`config.mk`:
```
export PLATFORM = sky130hd
export DESIGN_NAME = spf_front_flat
export DESIGN_NICKNAME = d
export VERILOG_FILES = /design/src/design/spf_sieve_factorizer_top_macros.svh /design/src/design/spf_pkg.sv /design/src/design/spf_if.sv /design/src/design/spf_front.sv /design/src/flat_wrapper.sv
export SDC_FILE = /design/constraint.sdc
export NUM_CORES = 1
export LEC_CHECK = 0
export BUFFER_PORTS_ARGS = -buffer_cell sky130_fd_sc_hd__clkbuf_2
export CELL_PAD_IN_SITES_DETAIL_PLACEMENT = 1
export CELL_PAD_IN_SITES_GLOBAL_PLACEMENT = 1
export CORE_MARGIN = 2
export CORE_UTILIZATION = 27
export CTS_CLUSTER_SIZE = 30
export DETAILED_ROUTE_END_ITERATION = 16
export PLACE_DENSITY = 0.75
export SYNTH_ARGS = -nofsm -noshare
export SYNTH_HDL_FRONTEND = slang
export SYNTH_SLANG_ARGS = --single-unit
```
`constraint.sdc`:
```
create_clock -name clk -period 1.35 [get_ports clk]
set_input_delay 0.2025 -clock clk [delete_from_list [all_inputs] [get_ports clk]]
set_output_delay 0.2025 -clock clk [all_outputs]
set_load 0.1 [all_outputs]
```
`src/design/spf_sieve_factorizer_top_macros.svh`:
```
// ---------------------------------------------------------------------------
// spf sieve factorizer assertion macros
// concurrent assertion wrappers on clk with asynchronous reset arst_n
// ---------------------------------------------------------------------------
`ifndef SPF_SIEVE_FACTORIZER_TOP_MACROS_SVH
`define SPF_SIEVE_FACTORIZER_TOP_MACROS_SVH

`ifndef ASSERT_OFF

`define SPF_ASSERT_SAME(lbl, ante, cons) \
	lbl: assert property (@(posedge clk) disable iff (!arst_n) (ante) |-> (cons)) \
		else $error("spf assertion failed");

`define SPF_ASSERT_NEXT(lbl, ante, cons) \
	lbl: assert property (@(posedge clk) disable iff (!arst_n) (ante) |=> (cons)) \
		else $error("spf assertion failed");

`else

`define SPF_ASSERT_SAME(lbl, ante, cons)

`define SPF_ASSERT_NEXT(lbl, ante, cons)

`endif

`endif

```
`src/design/spf_pkg.sv`:
```
// ---------------------------------------------------------------------------
// spf_pkg
// shared widths and queue entry type of the sieve factorizer
// ---------------------------------------------------------------------------
`timescale 1ns / 1ps
`default_nettype none

package spf_pkg;

	localparam int NUM_W       = 16;
	localparam int QUEUE_DEPTH = 2;
	localparam int QUEUE_AW    = 1;

	typedef struct packed {
		logic [NUM_W-1:0] number;
		logic             special;
	} queue_entry_t;

endpackage

`default_nettype wire

```
`src/design/spf_if.sv`:
```
// ---------------------------------------------------------------------------
// spf channel interfaces
// valid/ready channels for input numbers and factor results
// ---------------------------------------------------------------------------
`timescale 1ns / 1ps
`default_nettype none

interface spf_num_if import spf_pkg::*; ();
	logic             valid;
	logic             ready;
	logic [NUM_W-1:0] number;

	modport source (output valid, output number, input ready);
	modport sink (input valid, input number, output ready);
endinterface


`default_nettype wire

```
`src/design/spf_front.sv`:
```
// ---------------------------------------------------------------------------
// spf_front
// accepts numbers and marks those that have no factor to look up
// ---------------------------------------------------------------------------
`timescale 1ns / 1ps
`default_nettype none

module spf_front import spf_pkg::*; #(
	parameter int MAX_VALUE = 65535
) (
	input  logic         clk,
	input  logic         arst_n,
	spf_num_if.sink      items,
	output logic         push_valid,
	input  logic         push_ready,
	output queue_entry_t push_data
);

	localparam int               TOP       = (MAX_VALUE < 65535) ? MAX_VALUE : 65535;
	localparam logic [NUM_W-1:0] TOP_N     = NUM_W'(TOP);
	localparam logic [NUM_W-1:0] MIN_PRIME = NUM_W'(2);

	logic         vld_q;
	queue_entry_t ent_q;

	assign items.ready = !vld_q || push_ready;
	assign push_valid  = vld_q;
	assign push_data   = ent_q;

	always_ff @(posedge clk or negedge arst_n) begin
		if (!arst_n) begin
			vld_q <= 1'b0;
		end else if (items.ready) begin
			vld_q <= items.valid;
		end
	end

	always_ff @(posedge clk) begin
		if (items.ready && items.valid) begin
			ent_q.number  <= items.number;
			ent_q.special <= (items.number < MIN_PRIME) || (items.number > TOP_N);
		end
	end

endmodule

`default_nettype wire

```
`src/flat_wrapper.sv`:
```
// flat-port wrapper written by rule: the top's interface ports become plain ports
module spf_front_flat import spf_pkg::*;
#(
	parameter int MAX_VALUE = 65535
)
  (clk, arst_n, push_valid, push_ready, push_data, items_valid, items_number, items_ready);
  spf_num_if items_i ();
  input  logic clk;
  input  logic arst_n;
  output logic push_valid;
  input  logic push_ready;
  output queue_entry_t push_data;
  input wire logic [$bits(items_i.valid)-1:0] items_valid;
  input wire logic [$bits(items_i.number)-1:0] items_number;
  output wire logic [$bits(items_i.ready)-1:0] items_ready;
  assign items_i.valid = items_valid;
  assign items_i.number = items_number;
  assign items_ready = items_i.ready;
  spf_front #(.MAX_VALUE(MAX_VALUE)) u_core (.clk(clk), .arst_n(arst_n), .items(items_i), .push_valid(push_valid), .push_ready(push_ready), .push_data(push_data));
endmodule
```
After elaboration in Yosys (flattened, before gate mapping) --
Cells that the tools add are included.
Storage, ports and cells: register bits after elaboration 18, input port bits 20, output and inout port bits 19, word-level logic and storage cells 9
Operators by class: $lt $le $gt $ge 2, reductions and logical operators 4
Operator list (count):
- $gt A16 B16 Y1 const B | 1
- $lt A16 B2 Y1 const B | 1
- $logic_or A1 B1 Y1 | 2
- $logic_and A1 B1 Y1 | 1
- $logic_not A1 Y1 | 1

Logic depth before layout (Yosys ltp) --
word-level depth 3, depth in mapped cells 2, mapped depth without buffers 2

Worst setup path before layout --
OpenSTA, ideal clock, no wires.
path type reg-to-reg, from register u_core.vld_q, in the netlist u_core.push_valid, to register u_core.ent_q (netlist bit u_core.push_data[0]) (enable), library setup time 0.325 ns, cell stages (with the launch flop) 3, arrival 2.344 ns, required time 1.025 ns, clock period less this slack 2.669 ns, setup slack -1.319 ns, buffers on the path 0, cells stage by stage dfrtp_1 -> nand2b_1 -> and2_1
On the way: cells in the longest elaborated chain, start to end 3
Ends and longest elaborated chain:
- start: declaration | RTL line spf_front.sv:23 | logic vld_q;
- start signal: assignment | RTL line spf_front.sv:34 | vld_q <= items.valid;
- $logic_not A1 Y1 | RTL line spf_front.sv:26 | assign items.ready = !vld_q || push_ready;
- $logic_or A1 B1 Y1 | RTL line spf_front.sv:26
- named net items_ready | RTL line flat_wrapper.sv:15 | output wire logic [$bits(items_i.ready)-1:0] items_ready;
- $logic_and A1 B1 Y1 | RTL line spf_front.sv:39 | if (items.ready && items.valid) begin
- end: declaration | RTL line spf_front.sv:24 | queue_entry_t ent_q;
The timed path passes the listed nets, and every way through them passes these cells. A chain may end at the register's enable or synchronous reset.

Final worst setup path --
from register u_core.vld_q, in the netlist u_core.push_valid, to output items_ready
On the way: cells in the longest elaborated chain, start to end 2
Ends and longest elaborated chain (RTL line):
- $logic_not A1 Y1 | spf_front.sv:26
- $logic_or A1 B1 Y1 | spf_front.sv:26
- end: declaration | flat_wrapper.sv:15
Every way passes these cells.

==> results.yml <==
status:
  outcome: "completed"
critical_path:
  path_buf_inv: 1
  slowest_stage: "dfrtp_4"
  cp.required_ns: 1.15
  end_kind: "primary output"
  crit_family: "flip-flops"
  slowest_delay_ns: 0.52
  cp.arrival_ns: 1.07
  cp_max_fo: 3
  startpoint_type: "register"
  cp_cell_sequence: "nand2b_4, buf_12"
  path_class: "register to primary output"
timing:
  hold_viol_final: 0
  fin_ws_ns: 0.0735
  fmax_mhz: 783
  tightest_slew_ns: 0.270
  tns_ns: 0
  slew_viol_final: 0
  relSlewSlack_pct: 81.8
  min_period_ns: 1.28
  rsz0062_at_grt: "false"
  fin_crit_sh_pct: 94.6
  setup_viol: 0
  skew_ns: 0.000305
finish:
  insertedDiodeCount: 0
  layout-area-overhead-vs-synth_pct: 59.1
  drive_above_1_share_pct: 63.8
  final_util_pct: 46.6
  fin_nets: 90
min_path:
  hp-class: "primary input to register"
cts:
  cts_buffer_depth: 2
  clkSinkCount: 18
  numCtsBuffers: 3
  clkLatencyLatePin_ns: 0.29
  htree_levels: 1
  ctsHoldBuffers: 1
  cts_resized: 0
  cts_tree: "yes"
  clkSlewWorstSetupHoldPaths_ns: 0.10
  post_cts_buffers: 0
  cts-root-buf: "clkbuf_4"
yosys:
  synthTopCellsByArea: "edfxtp_1, dfrtp_1, nor4_1, nand2b_1, and4_1"
  synth_nets: 46
  synth.top_cell.area_share_pct: 87.0
  synthArstFlopShare_pct: 5.56
  synthCells: 26
  synth-edff-count: 17
  yosysMostFrequentCell: "edfxtp_1"
  ys_seq_elements: 18
  synth_cell_types: 7
  synth-main-ff-cell: "edfxtp_1"
  synth_area_um2: 587
  yosysSeqAreaShare_pct: 91.3
  synth_area_per_cell_um2: 22.6
  yosysWarnings: 0
  netlist_top_cells_count: "edfxtp_1, nor4_1, nand2b_1"
  synth_top_cell_by_area: "edfxtp_1"
floorplan:
  die_width_um: 50.6
  ios: 39
  start_util_pct: 29.3
  core-area_mm2: 0.00200
  rows: 16
  die_y_um: 50.6
  dieArea_mm2: 0.00256
place:
  gp_congestion: 0.618
  port_buffers: 38
  pre_cts_ws_ns: 0.155
detailed_routing:
  viasPerCell: 4.23
  drt_pass1_iterations: 2
  vias: 406
  detail-route-antenna-nets: 0
  finalWirelength_mm: 1.32
  drt_iter0_markers: 3
  post_drt_wl_per_cell_um: 13.8
  drc_errors: 0
grt:
  grtUsageMet1_pct: 13.7
  grt_max_degree: 18
  grt_pass1_wl_mm: 2.04
  overflow: 0
  antenna_found_initial: 0
  use_met2_pct: 15.4
  met3_usage_pct: 6.25
  first_global_vias: 426
  grt-busiest-layer: "met2"
  track_usage_pct: 11.1
flow_run:
  drv_cap: 0
power_and_ir_drop:
  peakVddDrop_mv: 0.772
  p_leak_nw: 0.394
  pwr_density_cell_mw_per_mm2: 1370
state kept, by name, summed over array words and instances (netlist names):
register	count
u_core.push_valid	1
u_core.push_data	17
layout make-up:
cell class	instances	area (µm²)
Clock buffer	3	22.5
Multi-Input combinational cell	8	61.3
Tap cell	27	33.8
Clock inverter	1	3.75
Timing Repair Buffer	39	273
Fill cell	230	1070
Sequential cell	18	539
cells by family (layout without fill, tap and decap cells):
group	Yosys count	in the layout	share of synthesized area, %
flip-flops	18	18	91.3
AND/OR/NAND/NOR	8	8	8.74
buffers and inverters	0	43	0
routing by layer:
layer | vias up | wire length (µm)
met5 | - | 0
met4 | 0 | 0
met3 | 0 | 199
met2 | 30 | 589
met1 | 187 | 533
li1 | 189 | -
through the flow:
step           area, µm²  power (mW)  std cells  hold WS, ns
6_report             933        1.28         96       0.0850
5_1_grt              933        1.32         96       0.0749
4_1_cts              933        1.28         96       0.0767
3_5_place_dp         897        1.02         91      -0.0207
3_3_place_gp         897        1.01         91      -0.0219
2_1_floorplan        601       0.916         26      -0.0931
cells in the final DEF (no fill, tap or decap):
master         synthesis  final
clkbuf_2               0     19
buf_4                  0     17
edfxtp_1              17     17
nor4_1                 3      3
clkbuf_4               0      3
buf_12                 0      2
nand2b_4               0      1
nor3_1                 1      1
and4_1                 1      1
and2_4                 0      1
nand2b_1               2      1
clkinv_1               0      1
dlygate4sd3_1          0      1
dfrtp_4                0      1
path summary, 6_finish.rpt:
check                                                   start                              to  slack [ns]  cells after the start
worst max-delay path            u_core.push_valid$_DFFE_PN0N_                     items_ready        0.07                      2
worst min-delay path                          items_number[0]   u_core.push_data[1]$_DFFE_PP_        0.09                      1
worst max register to register  u_core.push_valid$_DFFE_PN0N_  u_core.push_data[14]$_DFFE_PP_        0.15                      2
worst min register to register  u_core.push_valid$_DFFE_PN0N_   u_core.push_valid$_DFFE_PN0N_        0.63                      2
max in group asynchronous                              arst_n   u_core.push_valid$_DFFE_PN0N_        1.03                      2
min in group asynchronous                              arst_n   u_core.push_valid$_DFFE_PN0N_        0.22                      2
report_power, final:
group	internal, mW	total [mW]	switching, mW	leakage (nW)
clock	0.107	0.271	0.164	0.0154
sequential	0.648	0.659	0.0112	0.173
combinational	0.0774	0.345	0.268	0.206
(Power assumes the default switching activity.)
