$ cat src/design/spf_sieve_factorizer_top_macros.svh
// ---------------------------------------------------------------------------
// spf sieve factorizer assertion macros
// concurrent assertion wrappers on clk with asynchronous reset arst_n
// ---------------------------------------------------------------------------
`ifndef SPF_SIEVE_FACTORIZER_TOP_MACROS_SVH
`define SPF_SIEVE_FACTORIZER_TOP_MACROS_SVH

`ifndef ASSERT_OFF

`define SPF_ASSERT_SAME(lbl, ante, cons) \
	lbl: assert property (@(posedge clk) disable iff (!arst_n) (ante) |-> (cons)) \
		else $error("spf assertion failed");

`define SPF_ASSERT_NEXT(lbl, ante, cons) \
	lbl: assert property (@(posedge clk) disable iff (!arst_n) (ante) |=> (cons)) \
		else $error("spf assertion failed");

`else

`define SPF_ASSERT_SAME(lbl, ante, cons)

`define SPF_ASSERT_NEXT(lbl, ante, cons)

`endif

`endif

$ cat src/design/spf_pkg.sv
// ---------------------------------------------------------------------------
// spf_pkg
// shared widths and queue entry type of the sieve factorizer
// ---------------------------------------------------------------------------
`timescale 1ns / 1ps
`default_nettype none

package spf_pkg;

	localparam int NUM_W       = 16;
	localparam int QUEUE_DEPTH = 2;
	localparam int QUEUE_AW    = 1;

	typedef struct packed {
		logic [NUM_W-1:0] number;
		logic             special;
	} queue_entry_t;

endpackage

`default_nettype wire

$ cat src/design/spf_queue.sv
// ---------------------------------------------------------------------------
// spf_queue
// short fifo between the classifying front and the factoring back
// ---------------------------------------------------------------------------
`timescale 1ns / 1ps
`default_nettype none

module spf_queue import spf_pkg::*; (
	input  logic         clk,
	input  logic         arst_n,
	input  logic         push_valid,
	output logic         push_ready,
	input  queue_entry_t push_data,
	output logic         pop_valid,
	input  logic         pop_ready,
	output queue_entry_t pop_data
);

	queue_entry_t          entry_q [QUEUE_DEPTH];
	logic [QUEUE_AW-1:0]   wr_ptr_q;
	logic [QUEUE_AW-1:0]   rd_ptr_q;
	logic [QUEUE_AW:0]     count_q;
	logic                  push;
	logic                  pop;

	assign push_ready = (count_q != (QUEUE_AW+1)'(QUEUE_DEPTH));
	assign pop_valid  = (count_q != '0);
	assign pop_data   = entry_q[rd_ptr_q];
	assign push       = push_valid && push_ready;
	assign pop        = pop_valid && pop_ready;

	always_ff @(posedge clk or negedge arst_n) begin
		if (!arst_n) begin
			wr_ptr_q <= '0;
			rd_ptr_q <= '0;
			count_q  <= '0;
		end else begin
			if (push) begin
				wr_ptr_q <= wr_ptr_q + QUEUE_AW'(1);
			end
			if (pop) begin
				rd_ptr_q <= rd_ptr_q + QUEUE_AW'(1);
			end
			if (push && !pop) begin
				count_q <= count_q + (QUEUE_AW+1)'(1);
			end else if (pop && !push) begin
				count_q <= count_q - (QUEUE_AW+1)'(1);
			end
		end
	end

	always_ff @(posedge clk) begin
		if (push) begin
			entry_q[wr_ptr_q] <= push_data;
		end
	end

endmodule

`default_nettype wire

$ cat config.mk
export PLATFORM = sky130hd
export DESIGN_NAME = spf_queue
export DESIGN_NICKNAME = d
export VERILOG_FILES = /design/src/design/spf_sieve_factorizer_top_macros.svh /design/src/design/spf_pkg.sv /design/src/design/spf_queue.sv
export SDC_FILE = /design/constraint.sdc
export NUM_CORES = 1
export LEC_CHECK = 0
export BUFFER_PORTS_ARGS = -buffer_cell sky130_fd_sc_hd__buf_2
export CAP_MARGIN = 20
export CORE_ASPECT_RATIO = 0.9
export CORE_MARGIN = 3
export CORE_UTILIZATION = 50
export DETAILED_ROUTE_END_ITERATION = 6
export PLACE_DENSITY = 0.78
export SYNTH_ARGS = -nofsm -noshare
export SYNTH_HDL_FRONTEND = slang
export SYNTH_SLANG_ARGS = --single-unit
$ cat constraint.sdc
create_clock -name clk -period 2.15 [get_ports clk]
set_input_delay 0.1075 -clock clk [delete_from_list [all_inputs] [get_ports clk]]
set_output_delay 0.1075 -clock clk [all_outputs]
set_load 0.01 [all_outputs]
---- Word level (Yosys, flattened, before mapping) ----
Memories as Yosys holds them, arrays and structs flattened.
Cells that the tools add are included.
operators by class
  add/sub/neg operators ................... 4
  multipliers ............................. 0
  divide/modulo/power cells ............... 0
  order comparisons ....................... 0
  eq/ne operators ......................... 1
  shift-type cells ........................ 0
  multiplexer cells ....................... 4
  bitwise operators ....................... 0
  reduce and logical (&&, ||, !) cells .... 8
operators by type and width
  operator                                                            number
  1-bit logical AND                                                   4
  2-bit 2-to-1 mux                                                    2
  2-bit nonzero test                                                  2
  1-bit adder, second input constant                                  2
  2-bit by 1-bit adder with 2-bit output, second input constant       1
  1-bit zero test                                                     2
  1-bit 2-to-1 mux                                                    2
  2-bit inequality test, second input constant                        1
  2-bit by 1-bit subtractor with 2-bit output, second input constant  1
storage, ports and cells
  register bits after elaboration ......... 4
  bits in latches ......................... 0
  RAM bits ................................ 34
  bits in read-only memories .............. 0
  input port bits ......................... 21
  output and inout port bits .............. 19
  word-level logic and storage cells ...... 21
  memories kept ........................... 1
memory list
  name     depth  bits a word  rd ports  clocked after Yosys merged registers in  wr ports  RTL line         source
  entry_q  2      17           1         0                                        1         spf_queue.sv:19  queue_entry_t entry_q [QUEUE_DEPTH];

---- Depth between registers and ports, before layout ----
Gate-level depths: netlist of run 1.
  depth after elaboration ................. 6
  depth in mapped cells ................... 7
  mapped depth without buffers ............ 7

---- Least setup slack after synthesis of run 1 ----
Ideal clock, no wire load.
  path type ............................... register to register
  start point ............................. reg count_q[0]
  end point ............................... mem entry_q[0][0] in the netlist's numbering (enable)
  library setup time ...................... 0.390 ns
  data arrival time ....................... 1.435 ns
  required time ........................... 1.760 ns
  slack ................................... 0.325 ns
  stages on the path, launching flop included .. 4
  buffers on the path ..................... 0
  period minus slack after synthesis ...... 1.825 ns
  path through ............................ dfrtp_1 > nand2b_1 > nand2_1 > nor2_1
between the ends
  longest elaborated chain between the ends .. 4
ends and longest elaborated chain
  item                                    RTL line         source
  start: declaration                      spf_queue.sv:22  logic [QUEUE_AW:0] count_q;
  start signal: assignment                spf_queue.sv:45  count_q <= count_q + (QUEUE_AW+1)'(1);
  start signal: assignment                spf_queue.sv:47  count_q <= count_q - (QUEUE_AW+1)'(1);
  2-bit inequality test                   spf_queue.sv:26  assign push_ready = (count_q != (QUEUE_AW+1)'(QUEUE_DEPTH));
  via push_ready                          spf_queue.sv:12  output logic push_ready,
  1-bit logical AND                       spf_queue.sv:29  assign push = push_valid && push_ready;
  1-bit 2-to-1 mux                        spf_queue.sv:53  if (push) begin
  1-bit 2-to-1 mux (not written as such)  spf_queue.sv:54  entry_q[wr_ptr_q] <= push_data;
  end: declaration                        spf_queue.sv:19
The timed path passes the listed nets, and every way through them passes these cells.

==> metrics.txt, run 1 <==
Routed Antenna Nets=0; Area contributors post-synth=edfxtp_1, mux2_4, dfrtp_1, mux2_2, xnor2_1; Leak=0.7901 nW; post-layout minimum cycle time=1888 ps; Num CTS Buffers=5; Finished Cell Area=0.001941 mm²; first-pass GRT wire length=3843 µm; final-report hold violation count=0; crit path kind=flop to output port; GRT Util Overall=14.72%; I/O Pins=40; maximum vdd drop=650.4 µV; Max-Cap Viols=0; initial antenna violation count=0; Placement Cell Area=0.001710 mm²; Area Overhead vs Synth=31.66%; outcome=finished clean; largest net degree at the start of global routing=18; largest area contributor in the netlist=edfxtp_1; Unique masters post-synth=16; CTS root buf=clkbuf_4; Mapped Area=0.001474 mm²; RSZ-0062 raised after global routing=false; RePlAce Congestion=0.6109; Vias/cell=4.571; register bit count reported by yosys=38; Die ar.=0.003636 mm²; Starting DRT DRC Count=20; post-route setup TNS=0 ps; f_max=529.7 MHz; core area=0.002770 mm²; crit end category=output port; Syn Nets=93; CTS tree=yes; area share of the largest cell type after synthesis=69.27%; clock buffer depth=2; most frequent cells in the layout=buf_2, edfxtp_1, dlygate4sd3_1; final WL=2331 µm; share of cells above drive strength 1=48.18%; Final Skew=4.580 ps; sequential-to-total area share from yosys stat=76.06%; setup slack at placement=590.8 ps; post_cts resized=0; worst rel slew slack=61.50%; Crit Path Max Fanout=13; Row Count=18; Port Buf Inserts=39; Mean Syn Cell Area=20.76 µm²; number of H-tree levels=2; final setup vio count=0; Slew @ Worst Pin=577.5 ps; YS warnings=0; clock sinks=38; Power Dens Cells=1164 mW/mm²; Clock Latency Late Sink=330 ps; drt wl/cell=13.17 µm; total number of vias=809; Pre-Repair DR Iteration Count=4; startpoint class of the critical path=flop; Die X=63.23 µm; max-slew violations=0; DP HPWL=1586 µm; Die H=57.51 µm; final layout net count=158; most common cell after layout, fill and taps aside=buf_2; Synth Instances=71; Residual DRC=0; number of diodes=0; Crit path arrival time=1780 ps; vias in the first global route=850; Tcrit/Tclk final=87.81%; Setup WS post-layout=262.1 ps; grt ovf=0; Clock transition at path regs=100 ps; starting density of the core=53.21%; HP Class=input pin to flop; Filler cells=181; CP required=2040 ps
[worst max-delay path, cell delays in order (launching register included)]
cell     delay [ps]
dfrtp_1         720
buf_4           280
mux2_4          310
buf_2           140
[cell families (layout without fill, tap and decap cells)]
| kind of cell | count (synthesis) | after routing | share of synthesized area (%) |
|---|---|---|---|
| xor gates and xnor gates | 5 | 5 | 2.972 |
| adders and majority gates | 1 | 1 | 0.8488 |
| and+or+nand+nor | 7 | 7 | 2.463 |
| DFF | 38 | 38 | 76.06 |
| muxes | 17 | 17 | 15.28 |
| buffers and inverters | 3 | 69 | 2.377 |
[where the power goes]
group | leakage (nW) | switching [mW] | internal, mW | total [mW]
registers | 0.362 | 0.109 | 1.02 | 1.13
logic | 0.398 | 0.367 | 0.436 | 0.803
clock network | 0.0297 | 0.206 | 0.123 | 0.329
total | 0.790 | 0.682 | 1.58 | 2.26
[worst paths after layout]
check	startpoint	end	slack [ps]	depth (start not counted)
max in group asynchronous	arst_n	rd_ptr_q	1940	2
max	rd_ptr_q	pop_data[9]	260	3
max reg2reg	count_q[0]	entry_q[1][11]	590	3
min in group asynchronous	arst_n	count_q[1]	100	2
min reg2reg	wr_ptr_q	wr_ptr_q	500	1
min	pop_ready	rd_ptr_q	40	3
[routing by layer]
layer	vias to the layer above	GRT usage (%)	part of all wire [%]
met5	-	0	0
met4	0	10.15	3.1
met3	7	3.150	3.9
li1	397	-	-
met2	22	25.26	50
met1	383	16.58	43
[cells in the mapped netlist, drive strengths merged]
library cell	n
and3	1
buf	2
dfrtp	4
edfxtp	34
ha	1
inv	1
mux2	17
nand2	2
nand2b	1
nor2	2
or2	1
xnor2	3
xor2	2
[area by class of cell]
type                    instances  area [µm²]  area share [%]
clock buffers                   6       41.29           2.128
clock inverters                 2       8.758          0.4513
inverters                       1       3.754          0.1934
multi-input cells              30       317.8           16.38
flip-flops and latches         38        1121           57.77
well taps                      40       50.05           2.579
repair buffers                 60       397.9           20.50
[per-stage QoR]
stage / instances / util [%] / power, mW / hold WS (ps)
global placement: 151 / 61.74 / 1.899 / -84.25
detailed placement: 151 / 61.74 / 1.931 / -81.17
CTS: 177 / 70.05 / 2.290 / 37.85
finish: 177 / 70.05 / 2.259 / 43.46
global route: 177 / 70.05 / 2.396 / 45.32
floorplan: 71 / - / 1.702 / -188.1
[repair_timing]
item,CTS,global route
endpoints found under the hold margin,38,0
setup endpoints to repair,0,0
hold buffers,18,0
buffers inserted,0,0
[registers in the layout, indices dropped and copies added, names as in the netlist]
name and count:
entry_q 34, count_q 2, rd_ptr_q 1, wr_ptr_q 1
Power figures use the tool's default switching activity.
==> inputs of run 2 (changes only) <==
Settings changed: ABC_AREA set to 1, CORE_UTILIZATION 50 to 54, CTS_BUF_LIST set to sky130_fd_sc_hd__clkbuf_2 sky130_fd_sc_hd__clkbuf_4 sky130_fd_sc_hd__clkbuf_8, PLACE_DENSITY 0.78 to 0.82.
==> metrics.txt, run 2 <==
outcome=finished clean; crit end category=output port; grt ovf=0; clock buffer depth=2; DP HPWL=1829 µm; startpoint class of the critical path=flop; first-pass GRT wire length=4291 µm; Pre-Repair DR Iteration Count=4; largest area contributor in the netlist=edfxtp_1; Crit Path Max Fanout=19; Pwr Total=2.501 mW; max FFs per register=34; asr flop ratio synth=10.53%; share of cells above drive strength 1=33.70%; Finished Cell Area=0.001996 mm²; Sw Pwr=0.8777 mW; Area Overhead vs Synth=31.28%; register name with the most flops=entry_q; Crit path largest cell delay=840 ps; Worst Reg-to-Reg Cells=9; maximum vdd drop=719.9 µV; Synth Instances=117; Final Skew=1.764 ps; number of synthesized flops with an enable pin=34; HP Class=input pin to flop; Power Dens Cells=1253 mW/mm²; drt wl/cell=12.83 µm; Leak=0.8969 nW; Die H=56.34 µm; worst rel slew slack=50.41%; max-slew violations=0; Crit-path slowest cell=dfrtp_1; total number of vias=1035; vias in the first global route=1018; starting density of the core=59.07%; post-route setup TNS=0 ps; RePlAce Congestion=0.7469; Num CTS Buffers=5; Area contributors post-synth=edfxtp_1, nand2_1, dfrtp_1, nand2_2, nand2_4; Post-CTS Repair Setup Buffers=0; Tcrit/Tclk final=81.07%; area share of the largest cell type after synthesis=67.16%; final setup vio count=0; RSZ-0062 raised after global routing=false; Clock transition at path regs=100 ps; Starting DRT DRC Count=17; number of diodes=0; Sequential Power Share=45.7%; final WL=2810 µm; Residual DRC=0; internal power=1.623 mW; post-layout minimum cycle time=1743 ps; Slew @ Worst Pin=743.8 ps; Clk pwr share=19.5%; Crit. Startpoint=rd_ptr_q; Routed Antenna Nets=0; Unique masters post-synth=17; CTS tree=yes; Gate power share=34.8%; Vias/cell=4.726; Crit path arrival time=1640 ps; crit path cell chain=inv_8 > nand2_1 > nand2_1 > buf_2; final layout net count=202; Mean Syn Cell Area=12.99 µm²; Top Registers=entry_q: 34 flops, count_q: 2 flops; Port Buf Inserts=39; core area=0.002574 mm²; crit path kind=flop to output port; Core Util, Final=77.54%; CTS root buf=clkbuf_4; clock sinks=38; Min-Delay Startpoint=pop_ready; Die ar.=0.003489 mm²; GRT Util Overall=17.24%; Hold Crit Depth=3; Mapped Area=0.001520 mm²; most common cell after layout, fill and taps aside=nand2_1; initial antenna violation count=0; Placement Cell Area=0.001733 mm²; worst r2r src=count_q[0]; most used cell, CP=nand2_1; most frequent cells in the layout=nand2_1, buf_2, edfxtp_1; number of H-tree levels=2; Syn Nets=139; Clock Latency Late Sink=330 ps; sw frac=35.10%; largest net degree at the start of global routing=20; I/O Pins=40; f_max=573.7 MHz; most common cell in the netlist=nand2_1; post_cts resized=0; Synth top cells by count=nand2_1, edfxtp_1, nand2_2, dfrtp_1, inv_1; Synth Flop Type=edfxtp_1; YS warnings=0; Max-Cap Viols=0; sequential-to-total area share from yosys stat=73.74%; Row Count=17; Die X=61.93 µm; register bit count reported by yosys=38; CP required=2040 ps; final-report hold violation count=0
-- run 2: per-stage QoR --
stage | worst slack [ps] | hold WS [ps] | instances
2_1_floorplan | 434.0 | -188.1 | 117
6_report | 407.1 | 61.20 | 219
4_1_cts | 394.9 | 52.97 | 219
3_3_place_gp | 804.8 | -83.43 | 193
5_1_grt | 300.9 | 43.89 | 219
3_5_place_dp | 730.0 | -75.77 | 193
-- run 2: timing repair --
action	CTS	global route
hold buffers	18	0
hold endpoints to repair	38	0
endpoints found under the setup margin	0	0
-- run 2: critical path, delay by kind of cell (launching register included) --
| kind | cells | cell delay, ps |
|---|---|---|
| flip-flops | 1 | 840 |
| AND/OR/NAND/NOR | 2 | 190 |
| buffers and inverters | 2 | 280 |
-- run 2: final timing paths --
kind / to / slack, ps
worst max-delay path: pop_data[14] / 410
worst min-delay path: rd_ptr_q / 60
worst max register to register: count_q[1] / 720
worst min register to register: count_q[0] / 530
max in group asynchronous: rd_ptr_q / 1930
min in group asynchronous: wr_ptr_q / 100
-- run 2: cell type report --
type | count | area [µm²]
fillers | 162 | 578.1
clock buffers | 7 | 52.55
inverters | 7 | 33.78
multi-input cells | 69 | 320.3
clock inverters | 1 | 30.03
repair buffers | 59 | 390.4
flip-flops and latches | 38 | 1121
well taps | 38 | 47.55
-- run 2: kinds of logic (layout without fill, tap and decap cells) --
group / after synthesis / after routing / share of synthesized area [%]
flops: 38 / 38 / 73.75
simple gates: 66 / 66 / 18.60
buf+inv: 10 / 74 / 5.185
xor+xnor: 2 / 2 / 1.646
fa+ha+maj: 1 / 1 / 0.8229
-- run 2: metal layers --
metal	track usage [%]	vias to the layer above	share of wire (%)
met2	28.85	34	52
met3	7.586	13	5.1
li1	-	508	-
met5	0	-	0
met1	17.55	480	39
met4	8.788	0	3.8
-- run 2: power by group through the flow --
stage	Clock [mW]	Sequential (mW)	Combinational (mW)
5_1_grt	0.522	1.16	0.974
4_1_cts	0.496	1.14	0.880
6_report	0.488	1.14	0.870
3_3_place_gp	0	1.15	0.813
2_1_floorplan	0	1.09	0.656
3_5_place_dp	0	1.16	0.850
==> inputs of run 3 (changes only) <==
Clock period 2.15 ns to 1.61 ns, I/O delays scaled along.
==> metrics.txt, run 3 (synthesis results as in run 2) <==
outcome=finished clean; instance count on the critical path=4; initial antenna violation count=0; RePlAce Congestion=0.7645; Die ar.=0.003489 mm²; Worst Reg-to-Reg Cells=9; Hold Crit Depth=3; clock sinks=38; final WL=2893 µm; max FFs per register=34; Final Non-Filler Cells=221; number of H-tree levels=2; Cells after DPL=194; Clock Latency Late Sink=340 ps; Crit Path Max Fanout=13; Core Util, Final=77.15%; Area Overhead vs Synth=30.62%; Crit path largest cell delay=570 ps; grt ovf=0; max-slew violations=0; Pwr Total=3.180 mW; HP Class=input pin to flop; Vias/cell=4.697; Top Registers=entry_q: 34 flops, count_q: 2 flops; final setup vio count=0; Final Skew=12.63 ps; RSZ-0062 raised after global routing=false; worst rel slew slack=79.17%; starting density of the core=59.07%; Tcrit/Tclk final=93.31%; Crit-path slowest cell=dfrtp_2; maximum vdd drop=872.0 µV; Max-Cap Viols=0; Crit path arrival time=1420 ps; crit path kind=flop to output port; most common cell after layout, fill and taps aside=nand2_1; most used cell, CP=nand2_1; Leak=0.8872 nW; share of cells above drive strength 1=33.88%; Die X=61.93 µm; vias in the first global route=1081; crit end category=output port; Port Buf Inserts=39; Power Dens Cells=1601 mW/mm²; Num CTS Buffers=5; Residual DRC=0; most frequent cells in the layout=nand2_1, buf_2, edfxtp_1; largest net degree at the start of global routing=19; core area=0.002574 mm²; crit path cell chain=buf_4 > nand2_1 > nand2_1 > buf_2; Clock transition at path regs=110 ps; DP HPWL=1836 µm; Pre-Repair DR Iteration Count=4; Starting DRT DRC Count=22; f_max=665.6 MHz; drt wl/cell=13.09 µm; CTS root buf=clkbuf_4; clock buffer depth=2; startpoint class of the critical path=flop; register name with the most flops=entry_q; CTS tree=yes; total number of vias=1038; Crit path max-delay family=flip-flops; number of diodes=0; Die H=56.34 µm; GRT Util Overall=19.46%; first-pass GRT wire length=4698 µm; WP buf/inv=2; Slew @ Worst Pin=312.4 ps; final-report hold violation count=0; Row Count=17; post-layout minimum cycle time=1502 ps; final layout net count=204; CP required=1530 ps; Routed Antenna Nets=0; I/O Pins=40
## run 3: changes by cell type in the layout (fill, tap and decap cells not counted)
cell           previous run  this run
clkbuf_4                  7         5
buf_4                     2         3
bufinv_16                 1         0
clkinv_1                  0         1
clkinv_2                  0         1
clkinvlp_4                0         1
dfrtp_1                   4         3
dfrtp_2                   0         1
dlygate4sd3_1            18        19
## run 3: worst min-delay path, stage by stage
cell and delay (ps):
buf_2 110, nand2_4 80, xor2_2 60
## run 3: metal layers
layer | vias to the layer above | track usage, % | wire (µm)
met4 | 0 | 13.94 | 81
met2 | 35 | 30.04 | 1526
met3 | 6 | 6.437 | 174
met1 | 483 | 21.82 | 1111
li1 | 514 | - | -
met5 | - | 0 | 0
## run 3: through the flow
step	setup slack [ps]	cell area, µm²	setup TNS (ps)	hold slack, ps
floorplan	-106.0	1520	-3603	-215.1
global placement	292.0	1740	0	-111.2
detailed placement	208.9	1740	0	-107.3
CTS	120.4	1986	0	16.92
global route	23.08	1986	0	14.09
finish	107.6	1986	0	23.15
## run 3: repair_timing
| item | CTS | global route |
|---|---|---|
| resized for setup | 1 | 0 |
| buffers inserted | 0 | 0 |
| hold buffers | 19 | 0 |
| hold endpoints to repair | 39 | 0 |
| setup endpoints to repair | 6 | 0 |
## run 3: final timing paths
check                           start          end  slack (ps)
setup / recovery             rd_ptr_q  pop_data[4]         110
hold / removal             push_valid     wr_ptr_q          20
setup reg to reg           count_q[0]   count_q[1]         200
hold reg to reg            count_q[0]   count_q[0]         530
max in group asynchronous      arst_n     rd_ptr_q        1410
min in group asynchronous      arst_n     wr_ptr_q          70
## run 3: area by class of cell
class                           instances  area [µm²]
Clock inverter                          3       16.27
Tap cell                               38       47.55
Clock buffer                            5       37.54
Timing Repair Buffer                   61       407.9
Multi-Input combinational cell         69       320.3
Sequential cell                        38        1122
Fill cell                             157       588.1
Inverter                                7       33.78
## run 3: power by group
group | switching, mW | total [mW] | internal (mW)
clock network | 0.311 | 0.473 | 0.162
registers | 0.152 | 1.51 | 1.36
logic | 0.733 | 1.19 | 0.462
total | 1.20 | 3.18 | 1.98
